File: config.mk
export PLATFORM = sky130hd
export DESIGN_NAME = bclru_ram
export DESIGN_NICKNAME = d
export VERILOG_FILES = /design/src/hw/rtl/bclru_ram.sv
export SDC_FILE = /design/constraint.sdc
export NUM_CORES = 1
export LEC_CHECK = 0
export BUFFER_PORTS_ARGS = -buffer_cell sky130_fd_sc_hd__buf_4
export CORE_ASPECT_RATIO = 0.6
export CORE_MARGIN = 5
export CORE_UTILIZATION = 60
export CTS_CLUSTER_DIAMETER = 200
export CTS_CLUSTER_SIZE = 25
export DETAILED_ROUTE_END_ITERATION = 16
export HOLD_SLACK_MARGIN = 0.06
export PLACE_DENSITY = 0.75
export SYNTH_ARGS = -nofsm -noshare
export SYNTH_HDL_FRONTEND = slang
export SYNTH_SLANG_ARGS = --single-unit
File: constraint.sdc
create_clock -name clk_i -period 2.9 [get_ports clk_i]
set_clock_uncertainty 0.05 [all_clocks]
set_input_delay 0.58 -clock clk_i [delete_from_list [all_inputs] [get_ports clk_i]]
set_output_delay 0.58 -clock clk_i [all_outputs]
set_load 0.01 [all_outputs]
File: src/hw/rtl/bclru_ram.sv
// Simple dual port RAM with one write port and one registered read port.
module bclru_ram #(
  parameter int unsigned WIDTH = 8,
  parameter int unsigned DEPTH = 64
) (
  input  logic                     clk_i,
  input  logic                     we_i,
  input  logic [$clog2(DEPTH)-1:0] waddr_i,
  input  logic [WIDTH-1:0]         wdata_i,
  input  logic [$clog2(DEPTH)-1:0] raddr_i,
  output logic [WIDTH-1:0]         rdata_o
);

  logic [WIDTH-1:0] mem [DEPTH];
  logic [WIDTH-1:0] rdata_q;

  always_ff @(posedge clk_i) begin
    if (we_i) begin
      mem[waddr_i] <= wdata_i;
    end
    rdata_q <= mem[raddr_i];
  end

  assign rdata_o = rdata_q;

endmodule

## Word-level counts from Yosys, hierarchy flattened

Memories as Yosys holds them, arrays and structs flattened. A register that Yosys moved wholly into a read port is not among the register bits.
Index checks and enable logic that the tools add are counted.

- Memories: 1
- Memory bits (writable): 512
- Flip-flop bits (word level): 0

- Multiplexer cells: 2

Memories:

| name | words | width | rd ports | clocked after memory_dff | write ports | RTL line | source |
|---|---|---|---|---|---|---|---|
| mem | 64 | 8 | 1 | 1 | 1 | 14 | `logic [WIDTH-1:0] mem [DEPTH];` |

Operators by type and width:

| operator | number |
|---|---|
| $mux W1 | 2 |

## Logic depth before layout (Yosys ltp)

Gate-level depths: netlist of the first run.

- Word-level depth: 2
- Gate-level depth with buffers: 9
- Mapped depth without buffers: 5

## Worst setup path after synthesis of the first run

OpenSTA, ideal clock, no wires.

- Path kind: in2reg
- Start: input port raddr_i[1]
- End: register rdata_q[3] (netlist: rdata_o[3]) (read register of mem)
- Slack: 0.602 ns
- Setup time: 0.128 ns
- Arrival time: 2.120 ns
- Required time: 2.722 ns
- Cell stages on the path: 7
- Cells stage by stage: buf_4 > buf_2 > buf_2 > mux4_2 > mux4_2 > o21ai_1 > o41ai_1

RTL lines:

| element | RTL line | source |
|---|---|---|
| start, declared | 10 | `input logic [$clog2(DEPTH)-1:0] raddr_i,` |
| end, declared | 15 | `logic [WIDTH-1:0] rdata_q;` |

==> out/summary.txt, run 1 <==
GRT Util Overall = 0.235
Worst slew pin tran = 744 ps
Sw frac = 0.207
Total power = 13.0 mW
Fin nets = 1069
CP Max Fanout = 26
Post-Synthesis Cells = 940
Top cell type's share of synthesized area = 0.762
Setup Buffers After CTS = 0
Final Instance Count excl. Fillers = 1524
Total CTS buffers = 24
DIE AREA = 37500 µm²
Final Slew Violations = 0
Synthesized flop and latch total = 520
Gpl congestion = 0.851
N_diodes = 0
Status = completed
Startpoint Class = input port
Clock root buffer = clkbuf_16
Detailed placer's ending HPWL = 27200 µm
CTS tree = built
Max cap viols = 0
Drt first pass iters = 5
Peak supply drop = 0.472 mV
Clk pwr share = 0.295
Starting Density = 0.603
Initial antenna violation count = 0
Internal Power = 10.3 mW
Largest net degree at the start of global routing = 65
Fin. Hold Viols = 0
Comb power frac = 0.063
Post-route ant nets = 0
Flop pwr share = 0.643
Area Overhead vs Synth = 10.1%
Highest clock rate = 0.447 GHz
Layout cells sized above 1 = 0.281
H-tree depth = 1
WP data arrival = 2650 ps
Final setup viols = 0
Die width = 247 µm
Core footprint = 33400 µm²
Cts hold-fix bufs = 0
Synthesized area = 20200 µm²
Post-CTS Resized = 0
Minimum clock period = 2240 ps
CP required = 3310 ps
Design area = 22200 µm²
CP Capture Type = flop
Clk pin slew, worst setup/hold paths = 100 ps
Via count = 9821
Sequential share of the synthesized area = 0.770
Clock Path Buffers = 3
Leak = 6.99 nW
Yosys warns = 0
Hold Path Class = input port to flop
Site row count = 52
FF+latch area = 15500 µm²
Pwr/cell area = 584 nW/µm²
Setup tns final = 0 ps
Synth area leaders = edfxtp_1 76%, mux4_2 14%, nor2_1 1.5%
Final wirelength = 43500 µm
Die height = 152 µm
Final cycle utilization of the critical path = 0.772
Slew headroom = 0.504
IO Pins = 30
Sink Count = 520
Grt total ovfl = 0
Synth cell types = 40
Mapped Avg Cell Area = 21.5 µm²
Worst hold slack = 353 ps
Cells after DPL = 1480
Synthesized Nets = 962
Drt drc = 0
Post-synth top area cell = edfxtp_1
Switching pwr = 2.69 mW
Multi-input logic area = 4320 µm²
Drt via density = 6.44
Wire per inst = 28.5 µm
Critical path type = input port to flop
Drt initial violations = 1437
First-pass GRT wire length = 64900 µm
# fillers = 2178
Vias in the first global route = 9572
Area after DPL = 21500 µm²
IO Port Bufs = 29
Worst skew pair latency = 580 ps
RSZ-0062 raised after global routing = no
[routing by layer]
metal	share of wire	GRT usage	up-vias
li1	-	-	4115
met1	0.43	0.393	5082
met2	0.43	0.322	564
met3	0.11	0.0572	60
met4	0.024	0.0494	0
met5	0	0	-
[per-stage QoR]
stage           util  setup slack (ps)
2_1_floorplan      -               602
3_3_place_gp   0.643              86.8
3_5_place_dp   0.643              78.9
4_1_cts        0.664               685
5_1_grt        0.664               501
6_report       0.664               661
[flip-flops by register name (all words and copies together), names as in the netlist]
register	cells
mem	512
rdata_o	8
[power groups by stage]
stage	Clock, mW	Combinational (mW)	Sequential, mW
6_report	3.82	0.813	8.33
5_1_grt	4.19	0.863	8.34
4_1_cts	3.91	0.812	8.33
3_5_place_dp	0	0.811	8.51
3_3_place_gp	0	0.795	8.50
2_1_floorplan	0	0.443	8.50
[worst max-delay path: stages]
cell      delay, ps
clkbuf_8        290
buf_12          270
mux4_2          580
mux4_2          520
o21ai_0         260
nand2_1          90
[synth_stat cells]
cell type    n
edfxtp_1   512
nand4b_1     1
a21oi_1      3
nor3_1       7
or3_1        1
buf_6        4
buf_4       13
a211oi_1     4
a22oi_1      3
o21ai_1      2
o221ai_1     8
a2111oi_0    2
nor2b_1     14
mux2i_1     23
o221a_2      2
nand2_1     19
nor2_1      83
and2_1       1
clkbuf_1    17
buf_2       11
a31oi_1      1
o311ai_1     1
o2111ai_1    3
o2bb2ai_1    3
nand3_1     13
o41ai_1      2
mux4_2     126
a221oi_1     6
o21ai_0      2
dfxtp_1      8
nor4_1       2
buf_1        4
nand3b_1     3
mux2_2      13
nand4_1      2
nand2b_1     7
o32ai_1      2
o22ai_1      8
o21a_1       2
buf_12       2
[layout make-up]
cell class | count | share of cell area
Clock inverter | 1 | 0.000338
Clock buffer | 43 | 0.0312
Sequential cell | 520 | 0.700
Timing Repair Buffer | 132 | 0.0483
Multi-Input combinational cell | 369 | 0.194
Tap cell | 459 | 0.0259
[cell usage in the layout, fill, tap and decap left out, types with 3 or more instances in the layout]
| cell type | n |
|---|---|
| nand2_1 | 19 |
| a221oi_1 | 6 |
| edfxtp_1 | 512 |
| clkbuf_16 | 25 |
| mux2i_1 | 23 |
| nor2_1 | 83 |
| a211oi_1 | 4 |
| nand3_1 | 13 |
| o2bb2ai_1 | 3 |
| nand2b_1 | 7 |
| nand3b_1 | 3 |
| nor2b_1 | 14 |
| a21oi_1 | 3 |
| buf_12 | 6 |
| mux4_2 | 126 |
| clkbuf_1 | 18 |
| a22oi_1 | 3 |
| o2111ai_1 | 3 |
| o221ai_1 | 8 |
| mux2_2 | 13 |
| buf_4 | 125 |
| nor3_1 | 7 |
| o22ai_1 | 8 |
| dfxtp_1 | 8 |
[worst paths after layout]
| kind | start | end | slack (ps) | depth (start not counted) |
|---|---|---|---|---|
| worst max register to register | mem[21][6]$_DFFE_PP_ | rdata_o[6]$_DFF_P_ | 860 | 5 |
| worst max-delay path | raddr_i[0] | rdata_o[7]$_DFF_P_ | 660 | 6 |
| worst min register to register | mem[30][4]$_DFFE_PP_ | rdata_o[4]$_DFF_P_ | 800 | 3 |
| worst min-delay path | raddr_i[5] | rdata_o[3]$_DFF_P_ | 350 | 2 |
[cell families (layout without fill, tap and decap cells)]
logic type	count (synthesis)	count (layout)	synth area share
DFF	520	520	0.770
muxes	162	162	0.159
and+or+nand+nor	153	153	0.0339
AOI/OAI and AO/OA	54	54	0.0207
buffers and inverters	51	176	0.0157
(Power assumes the default switching activity.)
==> run 2: changes to the inputs <==
==> constraint.sdc (replaced) <==
create_clock -name clk_i -period 2.2 [get_ports clk_i]
set_clock_uncertainty 0.05 [all_clocks]
set_input_delay 0.44 -clock clk_i [delete_from_list [all_inputs] [get_ports clk_i]]
set_output_delay 0.44 -clock clk_i [all_outputs]
set_load 0.01 [all_outputs]
==> run 2 against run 1 <==
- die area unchanged
- combinational power rose by 38%
- core utilization up 0.79 points
- critical endpoint is now rdata_o[6]$_DFF_P_
- largest cell class unchanged
- largest power group unchanged
==> out/summary.txt, run 2 (synthesized netlist as in run 1, its figures left out) <==
Final wirelength = 44300 µm (+1.9%)
Site row count = 52 (unchanged)
Reg with most FFs = mem
Utilization after layout = 0.672 (+0.00789)
Drt first pass iters = 7 (+2)
CP required = 2610 ps (-700 ps)
CP Max Fanout = 1 (-96%)
Design area = 22500 µm² (+1.2%)
Cells after DPL = 1509 (+2.0%)
Setup Buffers After CTS = 0 (unchanged)
Highest clock rate = 0.464 GHz
Vias in the first global route = 9953 (+4.0%)
CTS tree = built
Final setup margin = 42.9 ps (-618 ps)
Multi-input logic area = 4320 µm² (unchanged)
Post-CTS Resized = 0 (unchanged)
IO Port Bufs = 29 (unchanged)
Slew headroom = 0.513 (+0.00925)
Wire per inst = 28.5 µm (about the same)
Cts hold-fix bufs = 0 (unchanged)
Minimum clock period = 2160 ps
Clock Path Buffers = 3 (unchanged)
Fin nets = 1098 (+2.7%)
Die height = 152 µm (unchanged)
Via count = 9898 (+0.78%)
Fin. Hold Viols = 0 (unchanged)
Gpl congestion = 0.863 (+1.5%)
Final cycle utilization of the critical path = 0.981
Largest net degree at the start of global routing = 65 (unchanged)
IO Pins = 30 (unchanged)
DIE AREA = 37500 µm² (unchanged)
Drt via density = 6.38 (-1.0%)
Final Instance Count excl. Fillers = 1552 (+1.8%)
Grt total ovfl = 0 (unchanged)
Clk pin slew, worst setup/hold paths = 100 ps (about the same)
Status = completed
Commonest non-fill, non-tap cell in the layout = edfxtp_1
Leak = 7.14 nW (+2.3%)
Worst-path cell chain = mux4_2, mux2_2, o221a_2, nor3_1, o32ai_1
Final Slew Violations = 0 (unchanged)
Pwr/cell area = 763 nW/µm² (+31%)
Post-route ant nets = 0 (unchanged)
Max cap viols = 0 (unchanged)
Drt drc = 0 (unchanged)
FF+latch area = 15500 µm² (unchanged)
# fillers = 2158 (-0.92%)
Largest register FFs = 512 (unchanged)
Hold Path Class = input port to flop
Startpoint Class = flop
Layout cells sized above 1 = 0.300 (+0.0193)
Drt initial violations = 1328 (-7.6%)
R2R setup slack = 40 ps (-820 ps)
H-tree depth = 1 (unchanged)
Placement Setup Slack = -421 ps (-500 ps)
Area Overhead vs Synth = 11.4%
Largest stage delay on the critical path = 480 ps (-100 ps)
RSZ-0062 raised after global routing = no
Detailed placer's ending HPWL = 29000 µm (+6.5%)
Final setup viols = 0 (unchanged)
Initial antenna violation count = 1 (+1)
Die width = 247 µm (unchanged)
CP max-delay cell = mux4_2
Area after DPL = 21800 µm² (+1.2%)
Starting Density = 0.603 (unchanged)
Total CTS buffers = 24 (unchanged)
Core footprint = 33400 µm² (unchanged)
Peak supply drop = 0.614 mV (+30%)
N_diodes = 0 (unchanged)
GRT Util Overall = 0.242 (+0.00679)
Critical path type = flop to flop
Most frequent cells in the layout = 512 x edfxtp_1, 150 x buf_4, 126 x mux4_2, 83 x nor2_1, 25 x clkbuf_16
Worst slew pin tran = 730 ps (-13.9 ps)
Sink Count = 520 (unchanged)
WP data arrival = 2560 ps (-90 ps)
First-pass GRT wire length = 66600 µm (+2.7%)
Worst skew pair latency = 570 ps (about the same)
CP Capture Type = flop
Clock root buffer = clkbuf_16
run 2: routing by layer:
metal	global-route usage	routed length, µm
met5	0	0
met4	0.0353	729
met3	0.0664	4890
met2	0.335	19200
met1	0.402	19500
run 2: power breakdown:
group / internal (mW) / switching (mW) / leakage (nW)
Combinational: 0.475 / 0.643 / 2.14
Clock: 2.16 / 2.87 / 0.328
Sequential: 10.9 / 0.0370 / 4.67
Total: 13.6 / 3.55 / 7.14
run 2: cell type report:
type / count / share of cell area
flip-flops and latches: 520 / 0.692
clock inverters: 1 / 0.000334
well taps: 459 / 0.0256
multi-input cells: 369 / 0.192
repair buffers: 161 / 0.0597
clock buffers: 42 / 0.0307
run 2: through the flow:
step                      power [mW]  hold WS, ps  setup TNS, ps
after global routing            17.7          205              0
final                           17.1          206              0
after global placement          12.3          768          -2050
after floorplan                 11.8          489              0
after CTS                       17.2          186              0
after detailed placement        12.3          767          -2270
run 2: worst max-delay path: cells and delay by family (launching register included):
| family | cells | cell delay (ps) |
|---|---|---|
| AND/OR/NAND/NOR | 1 | 400 |
| AO/OA/AOI/OAI | 2 | 430 |
| multiplexers | 2 | 760 |
| flip-flops | 1 | 410 |
run 2: worst paths after layout:
path                                            from                  to  cells past startpoint
worst max-delay path            mem[28][6]$_DFFE_PP_  rdata_o[6]$_DFF_P_                      5
worst min-delay path                      raddr_i[5]  rdata_o[6]$_DFF_P_                      3
worst max register to register  mem[28][6]$_DFFE_PP_  rdata_o[6]$_DFF_P_                      5
worst min register to register  mem[30][4]$_DFFE_PP_  rdata_o[4]$_DFF_P_                      3
==> run 3: changes to the inputs <==
--- a/config.mk
+++ b/config.mk
@@ -13,7 +13,7 @@
 export CTS_CLUSTER_SIZE = 25
 export DETAILED_ROUTE_END_ITERATION = 16
 export HOLD_SLACK_MARGIN = 0.06
-export PLACE_DENSITY = 0.75
+export PLACE_DENSITY = 0.87
 export SYNTH_ARGS = -nofsm -noshare
 export SYNTH_HDL_FRONTEND = slang
 export SYNTH_SLANG_ARGS = --single-unit
==> run 3 against run 2 <==
- core utilization grew 0.74 points
- count of clock-buffer cells in the layout rose by 1
- routed wire length rose by 4.8%
- fmax rose by 4.7%
- sequential share of layout area is 0.75 points lower
- setup slack better by 96 ps
- sequential cell count unchanged
- first-iteration DRC count grew 31%
- final cell count grew 2.3%
- worst hold slack worse by 35 ps
- global-route usage rose by 0.86 points
- combinational power grew 5%
- critical endpoint is now rdata_o[1]$_DFF_P_
- largest cell class unchanged
- largest power group unchanged
==> out/summary.txt, run 3 (synthesized netlist as in run 1, its figures left out) <==
Worst hold slack = 171 ps (-35.1 ps)
Clock Path Buffers = 3 (unchanged)
Detailed placer's ending HPWL = 30100 µm (+3.8%)
Max cap viols = 0 (unchanged)
Most frequent cells in the layout = 512 x edfxtp_1, 185 x buf_4, 126 x mux4_2, 83 x nor2_1, 25 x clkbuf_16
M1 WL = 18600 µm (-4.4%)
Core footprint = 33400 µm² (unchanged)
Largest net degree at the start of global routing = 65 (unchanged)
Fin nets = 1132 (+3.1%)
Vias in the first global route = 10500 (+5.2%)
WP data arrival = 2480 ps (-80 ps)
Clock root buffer = clkbuf_16
DIE AREA = 37500 µm² (unchanged)
IO Port Bufs = 29 (unchanged)
Reg with most FFs = mem
Wire length on met2 = 21000 µm (+9.4%)
# fillers = 2077 (-3.8%)
Drt first pass iters = 6 (-1)
Final wirelength = 46400 µm (+4.8%)
Fin. Hold Viols = 0 (unchanged)
Site row count = 52 (unchanged)
CP Capture Type = flop
Starting Density = 0.603 (unchanged)
Pwr/cell area = 760 nW/µm² (-0.34%)
Total power = 17.3 mW (+0.76%)
Clk pwr share = 0.295 (+0.002)
Post-route ant nets = 0 (unchanged)
Switching pwr = 3.64 mW (+2.6%)
GRT Util Overall = 0.250 (+0.00855)
Peak supply drop = 0.913 mV (+49%)
Final Slew Violations = 0 (unchanged)
Internal Power = 13.6 mW (+0.28%)
Leak = 7.31 nW (+2.3%)
Die height = 152 µm (unchanged)
N_diodes = 0 (unchanged)
Layout cells sized above 1 = 0.321 (+0.0208)
Post-CTS Resized = 0 (unchanged)
Cts hold-fix bufs = 0 (unchanged)
H-tree depth = 1 (unchanged)
Placement Setup Slack = -404 ps (+17.1 ps)
CP Max Fanout = 1 (unchanged)
Area Overhead vs Synth = 12.6%
Drt drc = 0 (unchanged)
Status = completed
Drt via density = 6.56 (+2.9%)
Comb power frac = 0.069 (+0.004)
CP required = 2620 ps (about the same)
Drt initial violations = 1739 (+31%)
Final setup margin = 139 ps (+96.1 ps)
Highest clock rate = 0.485 GHz (+4.7%)
Critical path type = flop to flop
CTS tree = built
Hold Path Class = input port to flop
IO Pins = 30 (unchanged)
Highest metal used = met4
Worst slew pin tran = 739 ps (+8.47 ps)
Worst skew pair latency = 580 ps (about the same)
Flop pwr share = 0.637 (-0.004)
Die width = 247 µm (unchanged)
Final cycle utilization of the critical path = 0.937 (-0.0437)
Largest register FFs = 512 (unchanged)
Sw frac = 0.211 (+0.00374)
Final setup viols = 0 (unchanged)
Wire per inst = 29.2 µm (+2.5%)
Grt total ovfl = 0 (unchanged)
RSZ-0062 raised after global routing = no
Via count = 10400 (+5.2%)
Clk pin slew, worst setup/hold paths = 100 ps (about the same)
Sink Count = 520 (unchanged)
Minimum clock period = 2060 ps (-96.1 ps)
Met3 wire length = 5510 µm (+13%)
Commonest non-fill, non-tap cell in the layout = edfxtp_1
Setup Buffers After CTS = 0 (unchanged)
Startpoint Class = flop
Total CTS buffers = 24 (unchanged)
Initial antenna violation count = 0 (-1)
Slew headroom = 0.507 (-0.00565)
First-pass GRT wire length = 69500 µm (+4.4%)
Gpl congestion = 0.946 (+9.6%)
run 3: cell types whose count changed in the layout (fill, tap and decap cells not counted):
cell	previous run	this run
buf_12	10	9
buf_4	150	185
clkbuf_1	17	18
run 3: metal layers:
metal | up-vias | track usage
li1 | 4239 | -
met1 | 5414 | 0.399
met2 | 664 | 0.358
met3 | 94 | 0.0637
met4 | 0 | 0.0589
met5 | - | 0.00512
run 3: power by group through the flow:
stage	Clock (mW)	Combinational [mW]	Sequential (mW)
after floorplan	0	0.584	11.2
after global placement	0	1.12	11.2
after detailed placement	0	1.17	11.2
after CTS	5.13	1.17	11.0
after global routing	5.52	1.25	11.0
final	5.09	1.18	11.0
run 3: final timing paths:
kind | endpoint | from | slack [ps] | cells after the start
hold / removal | rdata_o[5]$_DFF_P_ | raddr_i[5] | 170 | 2
setup reg to reg | rdata_o[1]$_DFF_P_ | mem[44][1]$_DFFE_PP_ | 140 | 5
setup / recovery | rdata_o[1]$_DFF_P_ | mem[44][1]$_DFFE_PP_ | 140 | 5
hold reg to reg | rdata_o[6]$_DFF_P_ | mem[31][6]$_DFFE_PP_ | 800 | 3
run 3: through the flow:
step | cell area, µm² | utilization | instances | setup TNS [ps]
finish | 22700 | 0.679 | 1587 | 0
floorplan | 20200 | - | 940 | 0
global placement | 22000 | 0.658 | 1543 | -1660
detailed placement | 22000 | 0.658 | 1543 | -2000
global route | 22700 | 0.679 | 1587 | 0
CTS | 22700 | 0.679 | 1587 | 0
run 3: area by class of cell:
type | count | area, µm² | area share
sequential | 520 | 15500 | 0.684
multi-input combinational | 369 | 4320 | 0.190
timing repair buffer | 195 | 1580 | 0.0697
clock buffer | 43 | 693 | 0.0305
tap | 459 | 574 | 0.0253
clock inverter | 1 | 7.51 | 0.000331
run 3: worst max-delay path, cell delays in order (launching register included):
cell and delay (ps):
edfxtp_1 390, mux4_2 470, mux2_2 340, a221oi_1 440, buf_4 210, o2bb2ai_1 70
